--- src/hdl/wlmd_pkg.sv ---
// ----------------------------------------------------------------------------
// wlmd_pkg
// Shared widths and types of the window local maxima detector.
// ----------------------------------------------------------------------------
`default_nettype none

package wlmd_pkg;

  localparam int GAIN_W   = 32;
  localparam int POS_W    = 32;
  localparam int RADIUS_W = 5;

  typedef struct packed {
    logic signed [GAIN_W-1:0] gain;
    logic [POS_W-1:0]         pos;
    logic                     cand;
  } wlmd_item_t;

  typedef struct packed {
    logic shift;
    logic win;
  } wlmd_ctl_t;

endpackage

`default_nettype wire

--- src/hdl/wlmd_cell.sv ---
// ----------------------------------------------------------------------------
// wlmd_cell
// One pending element of the window: compares its gain with the newest gain
// and hands its element, with the updated candidate flag, to the next cell.
// ----------------------------------------------------------------------------
`default_nettype none

module wlmd_cell (
  input  wire logic                             clk,
  input  wire logic                             rst,
  input  wire wlmd_pkg::wlmd_ctl_t              ctl,
  input  wire logic signed [wlmd_pkg::GAIN_W-1:0] g,
  input  wire wlmd_pkg::wlmd_item_t             left,
  output wlmd_pkg::wlmd_item_t                  cur,
  output wlmd_pkg::wlmd_item_t                  fwd,
  output logic                                  ge
);

  logic signed [wlmd_pkg::GAIN_W-1:0] gain;
  logic [wlmd_pkg::POS_W-1:0]         pos;
  logic                               cand;

  always_ff @(posedge clk) begin
    if (rst) begin
      cand <= 1'b0;
    end else if (ctl.shift) begin
      cand <= left.cand;
    end
  end

  always_ff @(posedge clk) begin
    if (ctl.shift) begin
      gain <= left.gain;
      pos  <= left.pos;
    end
  end

  always_comb begin
    cur.gain = gain;
    cur.pos  = pos;
    cur.cand = cand;
    fwd.gain = gain;
    fwd.pos  = pos;
    fwd.cand = cand && !(ctl.win && (g > gain));
    ge       = ctl.win && (gain >= g);
  end

endmodule

`default_nettype wire

--- src/hdl/window_local_maxima_detector.sv ---
// ----------------------------------------------------------------------------
// window_local_maxima_detector
// Reports the positions of a run of gains that are local maxima within a
// configurable radius, leftmost on a plateau, flushed at the end of a run.
// ----------------------------------------------------------------------------
//  Channel  Handshake             Payload
//  in       in_valid / in_stall   gain, position, last_item
//  out      out_valid / out_stall peak_position, peak_valid, end_of_run
//  cfg      cfg_write             cfg_data (window radius)
//
// An item enters the cell chain, then each element retired from the oldest
// cell passes through the output mux, one per step and possibly none, plus a
// step for a bare end mark; a new item waits until this drain is done.
// Reset clears the element count and candidate flags and sets the radius to 1.
// A stalled output holds the retire step; input is stalled while retiring.
// ----------------------------------------------------------------------------
`default_nettype none

module window_local_maxima_detector #(
  parameter int MAX_RADIUS = 31
) (
  input  wire logic                               clk,
  input  wire logic                               rst,
  input  wire logic                               cfg_write,
  input  wire logic [wlmd_pkg::RADIUS_W-1:0]      cfg_data,
  input  wire logic                               in_valid,
  output logic                                    in_stall,
  input  wire logic signed [wlmd_pkg::GAIN_W-1:0] gain,
  input  wire logic [wlmd_pkg::POS_W-1:0]         position,
  input  wire logic                               last_item,
  output logic                                    out_valid,
  input  wire logic                               out_stall,
  output logic [wlmd_pkg::POS_W-1:0]              peak_position,
  output logic                                    peak_valid,
  output logic                                    end_of_run
);

  localparam int NCELL = MAX_RADIUS + 1;
  localparam int IW    = $clog2(NCELL);
  localparam int CW    = $clog2(NCELL + 1);

  typedef enum logic {ST_IDLE, ST_DRAIN} state_t;

  state_t                         state;
  logic [wlmd_pkg::RADIUS_W-1:0]  radius;
  logic [CW-1:0]                  count;
  logic                           last_flag;
  logic                           emitted;

  logic [CW-1:0]                  r_eff;
  logic [CW-1:0]                  keep;
  logic [CW-1:0]                  idx;
  logic                           accept;
  logic                           out_free;
  logic                           new_cand;
  logic                           any_below;
  logic                           sel_cand;
  logic [wlmd_pkg::POS_W-1:0]     sel_pos;

  wlmd_pkg::wlmd_item_t           link [NCELL];
  wlmd_pkg::wlmd_item_t           cur  [NCELL];
  wlmd_pkg::wlmd_ctl_t            ctl  [NCELL];
  logic [NCELL-1:0]               ge_vec;
  logic [NCELL-1:0]               cand_vec;
  logic [NCELL-1:0]               below_vec;

  assign in_stall = (state == ST_DRAIN);
  assign accept   = in_valid && !in_stall;
  assign out_free = !out_valid || !out_stall;

  always_comb begin
    if (int'(radius) > MAX_RADIUS) begin
      r_eff = CW'(MAX_RADIUS);
    end else begin
      r_eff = CW'(radius);
    end
  end

  assign keep     = last_flag ? '0 : r_eff;
  assign idx      = count - CW'(1);
  assign new_cand = !(|ge_vec);

  assign link[0].gain = gain;
  assign link[0].pos  = position;
  assign link[0].cand = new_cand;

  for (genvar j = 0; j < NCELL; j++) begin : g_cell
    assign ctl[j].shift = accept;
    assign ctl[j].win   = (CW'(j) < count) && (CW'(j) < r_eff);
    assign cand_vec[j]  = cur[j].cand;
    assign below_vec[j] = cur[j].cand && (CW'(j) < idx);

    if (j < NCELL - 1) begin : g_link
      wlmd_cell u_cell (
        .clk  (clk),
        .rst  (rst),
        .ctl  (ctl[j]),
        .g    (gain),
        .left (link[j]),
        .cur  (cur[j]),
        .fwd  (link[j+1]),
        .ge   (ge_vec[j])
      );
    end else begin : g_tail
      wlmd_cell u_cell (
        .clk  (clk),
        .rst  (rst),
        .ctl  (ctl[j]),
        .g    (gain),
        .left (link[j]),
        .cur  (cur[j]),
        .fwd  (),
        .ge   (ge_vec[j])
      );
    end
  end

  assign any_below = |below_vec;
  assign sel_cand  = cand_vec[idx[IW-1:0]];
  assign sel_pos   = cur[idx[IW-1:0]].pos;

  always_ff @(posedge clk) begin
    if (rst) begin
      radius <= wlmd_pkg::RADIUS_W'(1);
    end else if (cfg_write) begin
      radius <= cfg_data;
    end
  end

  always_ff @(posedge clk) begin
    if (rst) begin
      state     <= ST_IDLE;
      count     <= '0;
      last_flag <= 1'b0;
      emitted   <= 1'b0;
      out_valid <= 1'b0;
    end else begin
      case (state)
        ST_IDLE: begin
          if (out_free) begin
            out_valid <= 1'b0;
          end
          if (accept) begin
            count     <= count + CW'(1);
            last_flag <= last_item;
            emitted   <= 1'b0;
            state     <= ST_DRAIN;
          end
        end
        ST_DRAIN: begin
          if (out_free) begin
            if (count > keep) begin
              out_valid <= sel_cand;
              if (sel_cand) begin
                peak_position <= sel_pos;
                peak_valid    <= 1'b1;
                end_of_run    <= last_flag && !any_below;
                emitted       <= 1'b1;
              end
              count <= idx;
              if ((idx <= keep) && !(last_flag && !emitted && !sel_cand)) begin
                state <= ST_IDLE;
              end
            end else begin
              out_valid <= last_flag && !emitted;
              if (last_flag && !emitted) begin
                peak_position <= '0;
                peak_valid    <= 1'b0;
                end_of_run    <= 1'b1;
              end
              state <= ST_IDLE;
            end
          end
        end
        default: begin
          out_valid <= 1'b0;
          state     <= ST_IDLE;
        end
      endcase
    end
  end

  a_bare_mark_ends_run: assert property (@(posedge clk) disable iff (rst)
    (out_valid && !peak_valid) |-> end_of_run)
    else $error("bare end mark without end of run");

  a_idle_count_bound: assert property (@(posedge clk) disable iff (rst)
    (state == ST_IDLE) |-> (int'(count) <= MAX_RADIUS))
    else $error("pending element count exceeds the window");

  a_accept_appends: assert property (@(posedge clk) disable iff (rst)
    accept |=> (count == $past(count) + CW'(1)))
    else $error("accepted item not appended to the chain");

  a_drain_after_last: assert property (@(posedge clk) disable iff (rst)
    (accept && last_item) |=> (state == ST_DRAIN && last_flag))
    else $error("last item did not start a flush");

endmodule

`default_nettype wire
--- config.mk ---
export PLATFORM = sky130hd
export DESIGN_NAME = window_local_maxima_detector
export DESIGN_NICKNAME = d
export VERILOG_FILES = /design/src/hdl/wlmd_pkg.sv /design/src/hdl/wlmd_cell.sv /design/src/hdl/window_local_maxima_detector.sv
export SDC_FILE = /design/constraint.sdc
export NUM_CORES = 2
export LEC_CHECK = 0
export ABC_CLOCK_PERIOD_IN_PS = 133200
export BUFFER_PORTS_ARGS = -buffer_cell sky130_fd_sc_hd__buf_2
export CAP_MARGIN = 20
export CELL_PAD_IN_SITES_DETAIL_PLACEMENT = 0
export CELL_PAD_IN_SITES_GLOBAL_PLACEMENT = 2
export CORE_ASPECT_RATIO = 0.6
export CORE_MARGIN = 8
export CORE_UTILIZATION = 50
export CTS_CLUSTER_SIZE = 25
export DETAILED_ROUTE_END_ITERATION = 16
export GPL_ROUTABILITY_DRIVEN = 0
export PLACE_DENSITY_LB_ADDON = 0.25
export SLEW_MARGIN = 20
export SYNTH_ARGS = -nofsm -noshare
export SYNTH_HDL_FRONTEND = slang
export SYNTH_HIERARCHICAL = 1
export SYNTH_SLANG_ARGS = --single-unit
--- constraint.sdc ---
create_clock -name clk -period 133.2 [get_ports clk]
set_input_delay 26.64 -clock clk [delete_from_list [all_inputs] [get_ports clk]]
set_output_delay 26.64 -clock clk [all_outputs]
set_load 0.03 [all_outputs]
[Word-level counts from Yosys, hierarchy flattened]
Cells that the tools add are included.
Storage, ports and cells
  flip-flop bits (word level): 2129
  input bits: 75
  output and inout port bits: 36
  logic and storage cells: 522
Cells by class
  add/sub/neg operators: 2
  order comparisons: 163
  equality and inequality tests: 6
  mux-type cells: 32
  bitwise gates (word level): 3
  reductions and logical operators: 211
Operator list (count)
  $ge A32 B32 Y1: 32
  $gt A32 B32 Y1: 31
  $bmux W65 S5: 1
  $lt A5 B6 Y1 const A: 32
  $logic_and A1 B1 Y1: 163
  $lt A4 B6 Y1 const A: 16
  $mux W32: 3
  $lt A5 B5 Y1 const A: 16
  $mux W33: 2
  $reduce_or A32 Y1: 2
  $lt A3 B6 Y1 const A: 8
  $lt A4 B5 Y1 const A: 8
  $logic_not A1 Y1: 39
  $lt A1 B6 Y1 const A: 4
  $lt A2 B6 Y1 const A: 4
  $lt A3 B5 Y1 const A: 4
  $mux W6: 3
  $mux W1: 17
  $pmux W6 S2: 1
  $lt A1 B5 Y1 const A: 2
  $lt A2 B5 Y1 const A: 2
  $add A6 B1 Y6 const B: 1
  $ge A6 B6 Y1 const B: 1
  $gt A6 B5 Y1: 1
  other kinds (16): 24

[Depth between registers and ports, before layout]
  word-level depth: 11
  depth in mapped cells: 19
  gate-level depth less buffers: 12

[Cells and area by module]
Netlist, hierarchy kept.
Modules (own cells, without submodules)
  wlmd_cell: times used 32, cells each 254, area an instance 3328.2 sq um, sequential area each 1941.9 sq um
  window_local_maxima_detector: times used 1, cells each 940, area an instance 11707.5 sq um, sequential area each 1321.3 sq um

[Least setup slack after synthesis]
No wires, ideal clock.
  kind: input -> register
  from: in in_valid
  to: reg g_cell[0].g_link.u_cell.cand
  library setup time: 172 ps
  arrival time: 69580 ps
  data required time: 133028 ps
  setup slack: 63448 ps
  stages: 5
  path buffers: 1
  cell sequence: nand2b_1 > buf_1 > inv_1 > mux2i_1 > nor2_1
On the way
  cells in the longest elaborated chain, start to end: 1
Ends and longest elaborated chain
  from (decl): RTL line window_local_maxima_detector.sv:26  | input wire logic in_valid,
  $logic_and A1 B1 Y1: RTL line window_local_maxima_detector.sv:68  | assign accept = in_valid && !in_stall;
  named net accept: RTL line window_local_maxima_detector.sv:53  | logic accept;
  to (signal assigned): RTL line wlmd_cell.sv:27  | cand <= left.cand;
  to (decl): RTL line wlmd_cell.sv:21  | logic cand;
The timed path passes the listed nets, and every way through them passes these cells.
A chain may end at the register's enable or synchronous reset.

[Worst setup path in the final report]
  from: in in_valid
  to: reg g_cell[21].g_link.u_cell/pos[22] (netlist bit), enable pin
On the way
  cells in the longest elaborated chain, start to end: 1
Ends and longest elaborated chain
  $logic_and A1 B1 Y1: RTL line window_local_maxima_detector.sv:68
  named net accept: RTL line window_local_maxima_detector.sv:53
  to (signal assigned): RTL line wlmd_cell.sv:34  | pos <= left.pos;
  to (decl): RTL line wlmd_cell.sv:20  | logic [wlmd_pkg::POS_W-1:0] pos;
The timed path passes the listed nets, and every way through them passes these cells.

==> impl_metrics.csv <==
group,metric,value,unit
run_status,status,"complete, no violations",
clock_tree,htreeDepth,4,
sta,layout_min_cycle_time,31620,ps
cells_and_area,final_core_util,48.37,%
global_routing,grt_overflow_total,0,
setup_path,cp-end-kind,"flip-flop",
clock_tree,post_cts_resized,0,
pwr,p_leak,45.06,nW
sta,slew_headroom,21.04,%
cells_and_area,area_growth,-3.434,%
clock_tree,cts.root.buffer_cell,"clkbuf_16",
clock_tree,path_clk_slew,60,ps
floorplan,die_x,642.4,microns
floorplan,io_pins,111,
setup_path,required,133700,ps
setup_path,worstPathArrival,32120,ps
detailed_routing,vias_per_cell,5.463,
place,portBuffers,110,
detailed_routing,dr.pass1.iters,5,
place,dpl_worst_slack,100600,ps
place,dp_cells,10200,
clock_tree,cts_tree,"built",
setup_path,ff2ff_setup_slack,126950,ps
clock_tree,clockBufferDepth,4,
detailed_routing,vias,57780,
detailed_routing,drt_wl_total,221.7,mm
global_routing,grt_pass1_vias,58590,
sta,worst_slack,101580,ps
min_path,hold_class,"flip-flop to flip-flop",
cells_and_area,layout_common_cells,"edfxtp_1 (2,082), inv_1 (1,203), ha_1 (1,035)",
synthesis,synth_area,117700,sq um
sta,setup_viol,0,
clock_tree,clock-sinks,2129,
detailed_routing,wire_per_inst,20.96,microns
setup_path,path_max_fanout,114,
floorplan,fp.dieH,391.8,microns
synthesis,avgSynthCellArea,13.08,sq um
clock_tree,ctsHoldBuffers,0,
sta,min_period_over_period,23.74,%
sta,max_clock_freq,0.03163,GHz
sta,worst_pin_slew,1182,ps
global_routing,grt_usage,17.33,%
floorplan,fp.coreArea,235000,sq um
detailed_routing,drtIter0Drc,4452,
clock_tree,insertion_delay,910,ps
detailed_routing,route.detailed.drc,0,
detailed_routing,drt.antenna.violating_nets,0,
setup_path,critPathKind,"primary input to flip-flop",
run,maxCapViolCount,0,
floorplan,dieArea,251700,sq um
sta,rsz0062_at_grt,"false",
sta,clock_skew,101.3,ps
global_routing,antenna_found_initial,9,
sta,finalSetupTns,0,ps
pwr,power.density,18.83,nW/um^2
sta,report.final.slew_viol_count,0,
place,dp_hpwl,154.8,mm
sta,finalHoldViolCount,0,
setup_path,startpoint_type,"primary input",
synthesis,yosys_warnings,6,
floorplan,start_util,50.09,%
synthesis,synthCells,9000,
cells_and_area,drive_gt1_share,12.90,%
cells_and_area,final_common_cell,"edfxtp_1",
cells_and_area,finalNonFillerCells,10580,
cells_and_area,nets,8375,
global_routing,grt_pass1_wl,343.5,mm
synthesis,syn_nets,10110,
clock_tree,postCtsSetupBuffers,0,
clock_tree,numCtsBuffers,210,
floorplan,rows,138,
pwr,max-vdd-ir-drop,0.03750,mV
global_routing,grt_max_degree,178,
per-layer routing:
metal | global-route usage (%) | vias up | share of wire [%]
met1 | 24.96 | 29070 | 47
met5 | 0.5996 | - | 0.088
met2 | 27.16 | 1256 | 45
met4 | 3.969 | 8 | 2.2
met3 | 3.502 | 316 | 5.7
li1 | - | 27130 | -
layout make-up:
type / count / area [sq um]
Timing Repair Buffer: 185 / 1167
Multi-Input combinational cell: 3532 / 34070
Inverter: 1206 / 4539
Fill cell: 20120 / 121300
Clock buffer: 260 / 5474
Sequential cell: 2129 / 63460
Antenna cell: 2 / 5.005
Clock inverter: 113 / 1001
Tap cell: 3150 / 3941
stage by stage:
step	area (sq um)	hold WS [ps]	power, mW
floorplan	117700	461.7	1.701
global route	113700	419.0	2.256
global placement	107200	421.1	1.570
detailed placement	107200	427.8	1.583
finish	113700	403.7	2.140
CTS	113700	395.4	2.169
power by group:
group / total (mW) / internal (mW) / switching [mW]
logic: 0.620 / 0.251 / 0.369
clock network: 0.574 / 0.320 / 0.254
registers: 0.946 / 0.890 / 0.0557
total: 2.14 / 1.46 / 0.679
flip-flops by register name, summed over array words and instances, names as in the netlist:
name / cells
g_cell.g_tail.u_cell/gain: 32
g_cell.g_tail.u_cell/cand: 1
emitted: 1
radius: 5
out_valid: 1
g_cell.g_tail.u_cell/pos: 32
peak_valid: 1
g_cell.g_link.u_cell/gain: 992
g_cell.g_link.u_cell/cand: 31
peak_position: 32
count: 6
end_of_run: 1
g_cell.g_link.u_cell/pos: 992
in_stall: 1
last_flag: 1
critical path: stages:
cell	delay (ps)
buf_2	100
nand2b_1	260
inv_8	700
buf_4	920
buf_4	680
buf_4	770
buf_4	930
buf_4	830
worst paths after layout:
path | startpoint | to | depth (start not counted)
setup / recovery | in_valid | g_cell[21].g_link.u_cell/pos[22] | 8
hold / removal | g_cell[25].g_link.u_cell/pos[17] | g_cell[26].g_link.u_cell/pos[17] | 0
setup reg to reg | in_stall | g_cell[21].g_link.u_cell/pos[22] | 7
hold reg to reg | g_cell[25].g_link.u_cell/pos[17] | g_cell[26].g_link.u_cell/pos[17] | 0
(Power assumes the default switching activity.)
